<file path="src/sv/jse_pkg.sv">
package jse_pkg;

	localparam int QUEUE_DEPTH = 2;

	localparam logic [7:0] QUOTE_CH   = 8'h22;
	localparam logic [7:0] BSLASH_CH  = 8'h5C;
	localparam logic [7:0] CTRL_LIMIT = 8'h20;
	localparam logic [7:0] U_CH       = 8'h75;
	localparam logic [7:0] ZERO_CH    = 8'h30;

	typedef enum logic [1:0] {
		KIND_PLAIN,
		KIND_SHORT,
		KIND_UNI,
		KIND_EMPTY
	} esc_kind_t;

	// One classified input word: for a short escape the byte holds the escape letter.
	typedef struct packed {
		logic [7:0] data;
		esc_kind_t  kind;
		logic       open_q;
		logic       close_q;
	} desc_t;

	typedef struct packed {
		logic push;
	} q_wr_t;

	typedef struct packed {
		logic pop;
	} q_rd_t;

	function automatic logic [7:0] hex_char(input logic [3:0] nib);
		logic [7:0] c;
		if (nib < 4'd10) begin
			c = 8'h30 + {4'd0, nib};
		end else begin
			c = 8'h57 + {4'd0, nib};
		end
		return c;
	endfunction

	function automatic logic [2:0] body_len(input esc_kind_t kind);
		logic [2:0] n;
		case (kind)
			KIND_PLAIN: n = 3'd1;
			KIND_SHORT: n = 3'd2;
			KIND_UNI:   n = 3'd6;
			KIND_EMPTY: n = 3'd0;
			default:    n = 3'd0;
		endcase
		return n;
	endfunction

endpackage

</file>
<file path="src/sv/jse_if.sv">
interface jse_in_if;
	logic       valid;
	logic       ready;
	logic [7:0] data_byte;
	logic       is_first;
	logic       is_last;
	logic       has_byte;

	modport source (output valid, data_byte, is_first, is_last, has_byte, input ready);
	modport sink   (input valid, data_byte, is_first, is_last, has_byte, output ready);
endinterface

interface jse_out_if;
	logic       valid;
	logic       ready;
	logic [7:0] out_byte;
	logic       run_last;
	logic       string_done;

	modport source (output valid, out_byte, run_last, string_done, input ready);
	modport sink   (input valid, out_byte, run_last, string_done, output ready);
endinterface

</file>
<file path="src/sv/jse_front.sv">
module jse_front (
	jse_in_if.sink          din,
	output jse_pkg::q_wr_t  wr,
	input  logic            full,
	output jse_pkg::desc_t  desc
);

	assign din.ready = !full;
	assign wr.push   = din.valid && !full;

	always_comb begin
		desc.data    = din.data_byte;
		desc.kind    = jse_pkg::KIND_PLAIN;
		desc.open_q  = din.is_first;
		desc.close_q = din.is_last;
		if (!din.has_byte) begin
			desc.kind    = jse_pkg::KIND_EMPTY;
			desc.open_q  = 1'b1;
			desc.close_q = 1'b1;
		end else begin
			case (din.data_byte)
				8'h22: begin
					desc.kind = jse_pkg::KIND_SHORT;
					desc.data = jse_pkg::QUOTE_CH;
				end
				8'h5C: begin
					desc.kind = jse_pkg::KIND_SHORT;
					desc.data = jse_pkg::BSLASH_CH;
				end
				8'h0A: begin
					desc.kind = jse_pkg::KIND_SHORT;
					desc.data = 8'h6E;
				end
				8'h0D: begin
					desc.kind = jse_pkg::KIND_SHORT;
					desc.data = 8'h72;
				end
				8'h09: begin
					desc.kind = jse_pkg::KIND_SHORT;
					desc.data = 8'h74;
				end
				8'h08: begin
					desc.kind = jse_pkg::KIND_SHORT;
					desc.data = 8'h62;
				end
				8'h0C: begin
					desc.kind = jse_pkg::KIND_SHORT;
					desc.data = 8'h66;
				end
				default: begin
					if (din.data_byte < jse_pkg::CTRL_LIMIT) begin
						desc.kind = jse_pkg::KIND_UNI;
					end
				end
			endcase
		end
	end

endmodule

</file>
<file path="src/sv/jse_queue.sv">
module jse_queue #(
	parameter int DEPTH = jse_pkg::QUEUE_DEPTH
) (
	input  logic            clk,
	input  logic            arst_n,
	input  jse_pkg::q_wr_t  wr,
	input  jse_pkg::desc_t  wr_desc,
	output logic            full,
	input  jse_pkg::q_rd_t  rd_in,
	output logic            rd_valid,
	output jse_pkg::desc_t  rd_desc
);

	localparam int PW = (DEPTH > 1) ? $clog2(DEPTH) : 1;
	localparam int CW = $clog2(DEPTH + 1);

	jse_pkg::desc_t  mem_q [DEPTH];
	logic [PW-1:0]   wr_ptr_q;
	logic [PW-1:0]   rd_ptr_q;
	logic [CW-1:0]   count_q;
	logic            do_pop;

	assign full     = (count_q == CW'(DEPTH));
	assign rd_valid = (count_q != '0);
	assign rd_desc  = mem_q[rd_ptr_q];
	assign do_pop   = rd_in.pop && rd_valid;

	always_ff @(posedge clk) begin
		if (wr.push) begin
			mem_q[wr_ptr_q] <= wr_desc;
		end
	end

	always_ff @(posedge clk or negedge arst_n) begin
		if (!arst_n) begin
			wr_ptr_q <= '0;
			rd_ptr_q <= '0;
			count_q  <= '0;
		end else begin
			if (wr.push) begin
				wr_ptr_q <= (wr_ptr_q == PW'(DEPTH - 1)) ? '0 : wr_ptr_q + 1'b1;
			end
			if (do_pop) begin
				rd_ptr_q <= (rd_ptr_q == PW'(DEPTH - 1)) ? '0 : rd_ptr_q + 1'b1;
			end
			case ({wr.push, do_pop})
				2'b10:   count_q <= count_q + 1'b1;
				2'b01:   count_q <= count_q - 1'b1;
				default: count_q <= count_q;
			endcase
		end
	end

endmodule

</file>
<file path="src/sv/jse_back.sv">
module jse_back (
	input  logic            clk,
	input  logic            arst_n,
	input  logic            q_valid,
	input  jse_pkg::desc_t  q_desc,
	output jse_pkg::q_rd_t  rd,
	jse_out_if.source       dout
);

	logic [2:0] idx_q;
	logic [2:0] blen;
	logic [2:0] bidx;
	logic [3:0] total;
	logic [2:0] last_idx;
	logic [7:0] nxt_byte;
	logic       nxt_done;
	logic       nxt_last;
	logic       load;

	logic       valid_q;
	logic [7:0] byte_q;
	logic       last_q;
	logic       done_q;

	assign blen     = jse_pkg::body_len(q_desc.kind);
	assign total    = {3'd0, q_desc.open_q} + {1'b0, blen} + {3'd0, q_desc.close_q};
	assign last_idx = 3'(total - 4'd1);
	assign bidx     = idx_q - {2'd0, q_desc.open_q};
	assign nxt_last = (idx_q == last_idx);
	assign load     = q_valid && (!valid_q || dout.ready);

	assign rd.pop   = load && nxt_last;

	always_comb begin
		nxt_byte = jse_pkg::QUOTE_CH;
		nxt_done = 1'b0;
		if (q_desc.open_q && idx_q == 3'd0) begin
			nxt_byte = jse_pkg::QUOTE_CH;
		end else if (bidx < blen) begin
			case (q_desc.kind)
				jse_pkg::KIND_SHORT: begin
					nxt_byte = (bidx == 3'd0) ? jse_pkg::BSLASH_CH : q_desc.data;
				end
				jse_pkg::KIND_UNI: begin
					case (bidx)
						3'd0:    nxt_byte = jse_pkg::BSLASH_CH;
						3'd1:    nxt_byte = jse_pkg::U_CH;
						3'd2:    nxt_byte = jse_pkg::ZERO_CH;
						3'd3:    nxt_byte = jse_pkg::ZERO_CH;
						3'd4:    nxt_byte = jse_pkg::hex_char(q_desc.data[7:4]);
						default: nxt_byte = jse_pkg::hex_char(q_desc.data[3:0]);
					endcase
				end
				default: nxt_byte = q_desc.data;
			endcase
		end else begin
			nxt_byte = jse_pkg::QUOTE_CH;
			nxt_done = 1'b1;
		end
	end

	always_ff @(posedge clk or negedge arst_n) begin
		if (!arst_n) begin
			idx_q   <= '0;
			valid_q <= 1'b0;
		end else begin
			if (load) begin
				valid_q <= 1'b1;
				idx_q   <= nxt_last ? 3'd0 : idx_q + 3'd1;
			end else if (dout.ready) begin
				valid_q <= 1'b0;
			end
		end
	end

	always_ff @(posedge clk) begin
		if (load) begin
			byte_q <= nxt_byte;
			last_q <= nxt_last;
			done_q <= nxt_done;
		end
	end

	assign dout.valid       = valid_q;
	assign dout.out_byte    = byte_q;
	assign dout.run_last    = last_q;
	assign dout.string_done = done_q;

endmodule

</file>
<file path="src/sv/json_string_escaper.sv">
// JSON string escaper. Raw string bytes enter on din, one word per byte, each marked
// as the first and/or last of its string; a word without a byte stands for an empty
// string. The quoted, escaped text leaves on dout one byte per word, with run_last on
// the final byte caused by an input word and string_done on each closing quote.
// An input word is classified on arrival and written into a small queue; the back end
// reads the head of the queue and emits its run of one to eight bytes, one byte per
// cycle while the output register is empty or being read, into an output register.
// A word whose run is one byte long sustains one word per cycle while dout.ready stays
// high; a longer run occupies the back end until its last byte is loaded, and the
// input stalls once the queue is full.
// Reset empties the queue and clears the output valid flag, leaving both channels idle.
// When the receiver holds ready low the output byte is held, the back end stops, and
// the queue absorbs input until it fills, after which din.ready falls.
module json_string_escaper #(
	parameter int QUEUE_DEPTH = jse_pkg::QUEUE_DEPTH
) (
	input  logic        clk,
	input  logic        arst_n,
	jse_in_if.sink      din,
	jse_out_if.source   dout
);

	jse_pkg::q_wr_t  wr;
	jse_pkg::q_rd_t  rd;
	jse_pkg::desc_t  wr_desc;
	jse_pkg::desc_t  rd_desc;
	logic            full;
	logic            rd_valid;

	jse_front u_front (
		.din  (din),
		.wr   (wr),
		.full (full),
		.desc (wr_desc)
	);

	jse_queue #(
		.DEPTH (QUEUE_DEPTH)
	) u_queue (
		.clk      (clk),
		.arst_n   (arst_n),
		.wr       (wr),
		.wr_desc  (wr_desc),
		.full     (full),
		.rd_in    (rd),
		.rd_valid (rd_valid),
		.rd_desc  (rd_desc)
	);

	jse_back u_back (
		.clk     (clk),
		.arst_n  (arst_n),
		.q_valid (rd_valid),
		.q_desc  (rd_desc),
		.rd      (rd),
		.dout    (dout)
	);

endmodule

</file>
<file path="src/flat_wrapper.sv">
// flat-port wrapper written by rule: the top's interface ports become plain ports
module json_string_escaper_flat 
#(
	parameter int QUEUE_DEPTH = jse_pkg::QUEUE_DEPTH
)
  (clk, arst_n, din_valid, din_data_byte, din_is_first, din_is_last, din_has_byte, din_ready, dout_valid, dout_out_byte, dout_run_last, dout_string_done, dout_ready);
  jse_in_if din_i ();
  jse_out_if dout_i ();
  input  logic clk;
  input  logic arst_n;
  input wire logic [$bits(din_i.valid)-1:0] din_valid;
  input wire logic [$bits(din_i.data_byte)-1:0] din_data_byte;
  input wire logic [$bits(din_i.is_first)-1:0] din_is_first;
  input wire logic [$bits(din_i.is_last)-1:0] din_is_last;
  input wire logic [$bits(din_i.has_byte)-1:0] din_has_byte;
  output wire logic [$bits(din_i.ready)-1:0] din_ready;
  output wire logic [$bits(dout_i.valid)-1:0] dout_valid;
  output wire logic [$bits(dout_i.out_byte)-1:0] dout_out_byte;
  output wire logic [$bits(dout_i.run_last)-1:0] dout_run_last;
  output wire logic [$bits(dout_i.string_done)-1:0] dout_string_done;
  input wire logic [$bits(dout_i.ready)-1:0] dout_ready;
  assign din_i.valid = din_valid;
  assign din_i.data_byte = din_data_byte;
  assign din_i.is_first = din_is_first;
  assign din_i.is_last = din_is_last;
  assign din_i.has_byte = din_has_byte;
  assign din_ready = din_i.ready;
  assign dout_valid = dout_i.valid;
  assign dout_out_byte = dout_i.out_byte;
  assign dout_run_last = dout_i.run_last;
  assign dout_string_done = dout_i.string_done;
  assign dout_i.ready = dout_ready;
  json_string_escaper #(.QUEUE_DEPTH(QUEUE_DEPTH)) u_core (.clk(clk), .arst_n(arst_n), .din(din_i), .dout(dout_i));
endmodule
</file>
<file path="config.mk">
export PLATFORM = sky130hd
export DESIGN_NAME = json_string_escaper_flat
export DESIGN_NICKNAME = d
export VERILOG_FILES = /design/src/sv/jse_pkg.sv /design/src/sv/jse_if.sv /design/src/sv/jse_front.sv /design/src/sv/jse_queue.sv /design/src/sv/jse_back.sv /design/src/sv/json_string_escaper.sv /design/src/flat_wrapper.sv
export SDC_FILE = /design/constraint.sdc
export NUM_CORES = 1
export LEC_CHECK = 0
export BUFFER_PORTS_ARGS = -buffer_cell sky130_fd_sc_hd__buf_2
export CAP_MARGIN = 20
export CORE_MARGIN = 2
export CORE_UTILIZATION = 30
export DETAILED_ROUTE_END_ITERATION = 8
export PLACE_DENSITY = 0.5
export SLEW_MARGIN = 25
export SYNTH_ARGS = -nofsm -noshare
export SYNTH_HDL_FRONTEND = slang
export SYNTH_HIERARCHICAL = 1
export SYNTH_SLANG_ARGS = --single-unit
</file>
<file path="constraint.sdc">
create_clock -name clk -period 3.3 [get_ports clk]
set_clock_uncertainty 0.15 [all_clocks]
set_input_delay 0.165 -clock clk [delete_from_list [all_inputs] [get_ports clk]]
set_output_delay 0.165 -clock clk [all_outputs]
set_load 0.02 [all_outputs]
</file>
==> Implementation_results.wiki <==
{| class="wikitable"
! Metric !! Value
|-
| Outcome || finished clean
|-
| Buffers added on ports || 26
|-
| Mean routed wirelength per cell || 13.2 µm
|-
| Most frequent cells after synthesis || sky130_fd_sc_hd__edfxtp_1, sky130_fd_sc_hd__inv_1, sky130_fd_sc_hd__nand2_1, sky130_fd_sc_hd__ha_1, sky130_fd_sc_hd__nor2_1
|-
| Switching part of the total || 0.420
|-
| Number of sinks on the clock net || 42
|-
| Post-Route Setup TNS || 0 ns
|-
| Vias in the first global route || 1696
|-
| Dominant cells by area after synthesis || sky130_fd_sc_hd__edfxtp_1, sky130_fd_sc_hd__dfrtp_1, sky130_fd_sc_hd__ha_1, sky130_fd_sc_hd__mux2_2, sky130_fd_sc_hd__inv_1
|-
| Overflow after GRT || 0
|-
| Final number of hold-violating endpoints || 0
|-
| RSZ-0062 raised after global routing || true
|-
| Core box area || 8260 µm²
|-
| Initial antenna violation count || 0
|-
| Classification of the worst-slack hold path || in -> reg
|-
| Count of warnings emitted by yosys || 6
|-
| Period Utilization, post-route || 0.978
|-
| Instance area after placement || 2880 µm²
|-
| Routability Congestion || 0.799
|-
| Largest driver fanout on the critical path || 4
|-
| Internal power || 1920 µW
|-
| Post-Route WL || 5.04 mm
|-
| Number of enable flip-flop cells after synthesis || 34
|-
| Initial Utilization || 0.311
|-
| Primary FF master, synth || sky130_fd_sc_hd__edfxtp_1
|-
| Cell taking the most area after synthesis || sky130_fd_sc_hd__edfxtp_1
|-
| CP delay by family, top || adder cells
|-
| Max IR drop VDD || 0.000290 V
|-
| Syn nets || 267
|-
| Number of buffers on the longest clock path || 2
|-
| Critical-path top delay cell || sky130_fd_sc_hd__dfrtp_2
|-
| Power per Cell Area || 1070 nW/µm²
|-
| Overall via count from detail_route || 1855
|-
| Number of detailed-route iterations in the first pass || 6
|-
| PnR Total Power || 3310 µW
|-
| Remaining DRCs || 0
|-
| Post-layout instance count excluding filler cells || 381
|-
| I/O pins || 27
|-
| Top-area cell type share of the netlist area || 0.398
|-
| Drt via density || 4.87
|-
| Clock Tree Root || sky130_fd_sc_hd__clkbuf_8
|-
| Worst setup SP type || flip-flop
|-
| Pin count of the biggest net entering global routing || 16
|-
| Critical register-to-register path startpoint || u_core/u_queue/rd_ptr_q$_DFFE_PN0P_
|-
| Area of all placed cells without fillers || 3110 µm²
|-
| Async set or reset register ratio after synthesis || 0.190
|-
| Required time at the worst-slack endpoint || 3.34 ns
|-
| Part of the total power dissipated in the clock network || 0.124
|-
| Clock tree from TritonCTS || built
|-
| Site Rows || 33
|-
| Total placed cells including tap cells || 366
|-
| Rel. slew slack || 0.610
|-
| Clock-pin slew reported for the worst setup and hold paths after clock tree synthesis || 0.09 ns
|-
| Final number of max-transition violations || 0
|-
| Crit path arrival time || 3.27 ns
|-
| Die footprint || 9310 µm²
|-
| Layout cells sized above 1 || 0.293
|-
| Actual transition at the worst max-transition pin || 0.585 ns
|-
| Antenna viol nets, final || 0
|-
| Share of total power in combinational logic || 0.600
|-
| Buffers & Inverters on Critical Path || 4
|-
| Number of buffers created by CTS || 5
|-
| Count of mapped cells out of synthesis || 237
|-
| Clock period minus worst slack || 3.23 ns
|-
| DP HPWL || 3.71 mm
|-
| Start-to-end type of the worst setup path || reg -> reg
|-
| # diodes || 0
|-
| Endpoints failing setup || 0
|-
| HP Start || din_is_last
|-
| Synth Register Bits || 42
|-
| Share of synthesized area occupied by flip-flops and latches || 0.476
|-
| Critical path capture point type || flip-flop
|-
| Launch point of the worst path || u_core/u_queue/rd_ptr_q$_DFFE_PN0P_
|-
| Avg Synthesized Cell Area || 10.8 µm²
|-
| Leakage power figure || 0.00120 µW
|-
| H-tree lvl count || 2
|-
| Die width || 96.5 µm
|-
| Switching component of the power || 1390 µW
|-
| Max cap viols || 0
|-
| Delay contributed by the slowest stage of the critical path || 0.44 ns
|-
| Clk Latency, worst-skew pair || 0.30 ns
|-
| Area overhead of the layout relative to synthesis || 21.1%
|-
| Most frequently used cell type in the post-synthesis netlist || sky130_fd_sc_hd__edfxtp_1
|-
| Wire length of the first global-routing pass || 8.29 mm
|-
| List of cells traversed by the critical path || mux2_4 > inv_4 > ha_4 > inv_2 > ha_4 > inv_2 > ha_4 > inv_2 > fa_2 > xor2_2 > xnor2_1 > nand3_1 > nor2_1 > and2_4 > ha_4 > xnor2_4 > nor2_4 > xor2_1
|-
| Violation count after the first detailed-route iteration || 51
|-
| Die outline height || 96.5 µm
|-
| Timing-limited maximum frequency || 0.310 GHz
|-
| Netlist Area Pre-Place || 2560 µm²
|-
| CP dominant cell by count || sky130_fd_sc_hd__ha_4
|-
| Cell variety after synth || 58
|-
| Sequential share of power || 0.276
|-
| All-Layer GR Usage || 0.116
|-
| Total Nets Final || 305
|}
## layer usage
metal / track usage / vias to the layer above / wire length [µm]
li1: - / 932 / -
met2: 0.174 / 46 / 2250
met1: 0.166 / 866 / 2520
met5: 0 / - / 0
met4: 0.0376 / 0 / 70
met3: 0.0272 / 11 / 201
## through the flow
step / worst slack, ns / hold WS, ns / utilization
after floorplan: -0.00891 / -0.281 / -
after global placement: 0.108 / -0.128 / 0.348
after detailed placement: 0.0466 / -0.125 / 0.348
after CTS: 0.0182 / 0.0184 / 0.367
after global routing: -0.117 / 0.0394 / 0.376
final: 0.0728 / 0.0309 / 0.376
## layout make-up
type,count,area (µm²)
timing repair buffer,40,249
multi-input combinational,164,1300
sequential,42,1220
inverter,22,92.6
fill,845,5150
clock buffer,6,72.6
tap,105,131
clock inverter,2,37.5
## path summary, 6_finish.rpt
path	cells past startpoint	slack [ns]	to
max	18	0.07	u_core/u_queue/count_q[1]$_DFFE_PN0P_
min	2	0.03	u_core/u_queue/mem_q[1][0]$_DFFE_PP_
max reg2reg	18	0.07	u_core/u_queue/count_q[1]$_DFFE_PN0P_
min reg2reg	1	0.33	u_core/u_queue/wr_ptr_q$_DFFE_PN0P_
max in group asynchronous	2	2.72	u_core/u_queue/rd_ptr_q$_DFFE_PN0P_
min in group asynchronous	2	0.08	u_core/u_back/idx_q[0]$_DFFE_PN0P_
## timing repair
item | CTS | global route
gates resized for setup | 0 | 12
setup buffers | 0 | 3
hold buffers | 4 | 0
hold endpoints to repair | 13 | 0
endpoints found under the setup margin | 0 | 6
## cells by family (layout without fill, tap and decap cells)
family,after synthesis,after routing,synth area share
compound gates,49,49,0.130
xor+xnor,11,11,0.0449
fa+ha+maj,15,15,0.0761
buf+inv,31,70,0.0532
flops,42,42,0.476
mux,14,14,0.0610
simple gates,75,75,0.159
## power groups by stage
stage                     clock network (µW)  registers, µW  logic, µW
after global routing                     449            936       2210
after CTS                                429            911       1870
after floorplan                            0            984       1330
final                                    412            912       1990
after detailed placement                   0            921       1850
after global placement                     0            918       1850
## cell usage in the layout, fill, tap and decap left out, types with 8 or more instances in the layout
cell and instances:
sky130_fd_sc_hd__nor2_1 13, sky130_fd_sc_hd__buf_4 9, sky130_fd_sc_hd__mux2_2 10, sky130_fd_sc_hd__o21ai_0 11, sky130_fd_sc_hd__nand2_1 16, sky130_fd_sc_hd__edfxtp_1 34
sky130_fd_sc_hd__a21oi_1 11, sky130_fd_sc_hd__ha_1 10, sky130_fd_sc_hd__nand2b_1 8, sky130_fd_sc_hd__buf_2 26, sky130_fd_sc_hd__inv_1 16
## registers in the layout, indices dropped and copies added, names as in the netlist
name and cells:
u_core/u_back/dout.out_byte 8, u_core/u_back/dout.valid 1, u_core/u_queue/wr_ptr_q 1, u_core/u_queue/rd_ptr_q 1, u_core/u_queue/mem_q 24, u_core/u_back/idx_q 3
u_core/u_back/dout.run_last 1, u_core/u_back/dout.string_done 1, u_core/u_queue/count_q 2
(Power assumes the default switching activity.)
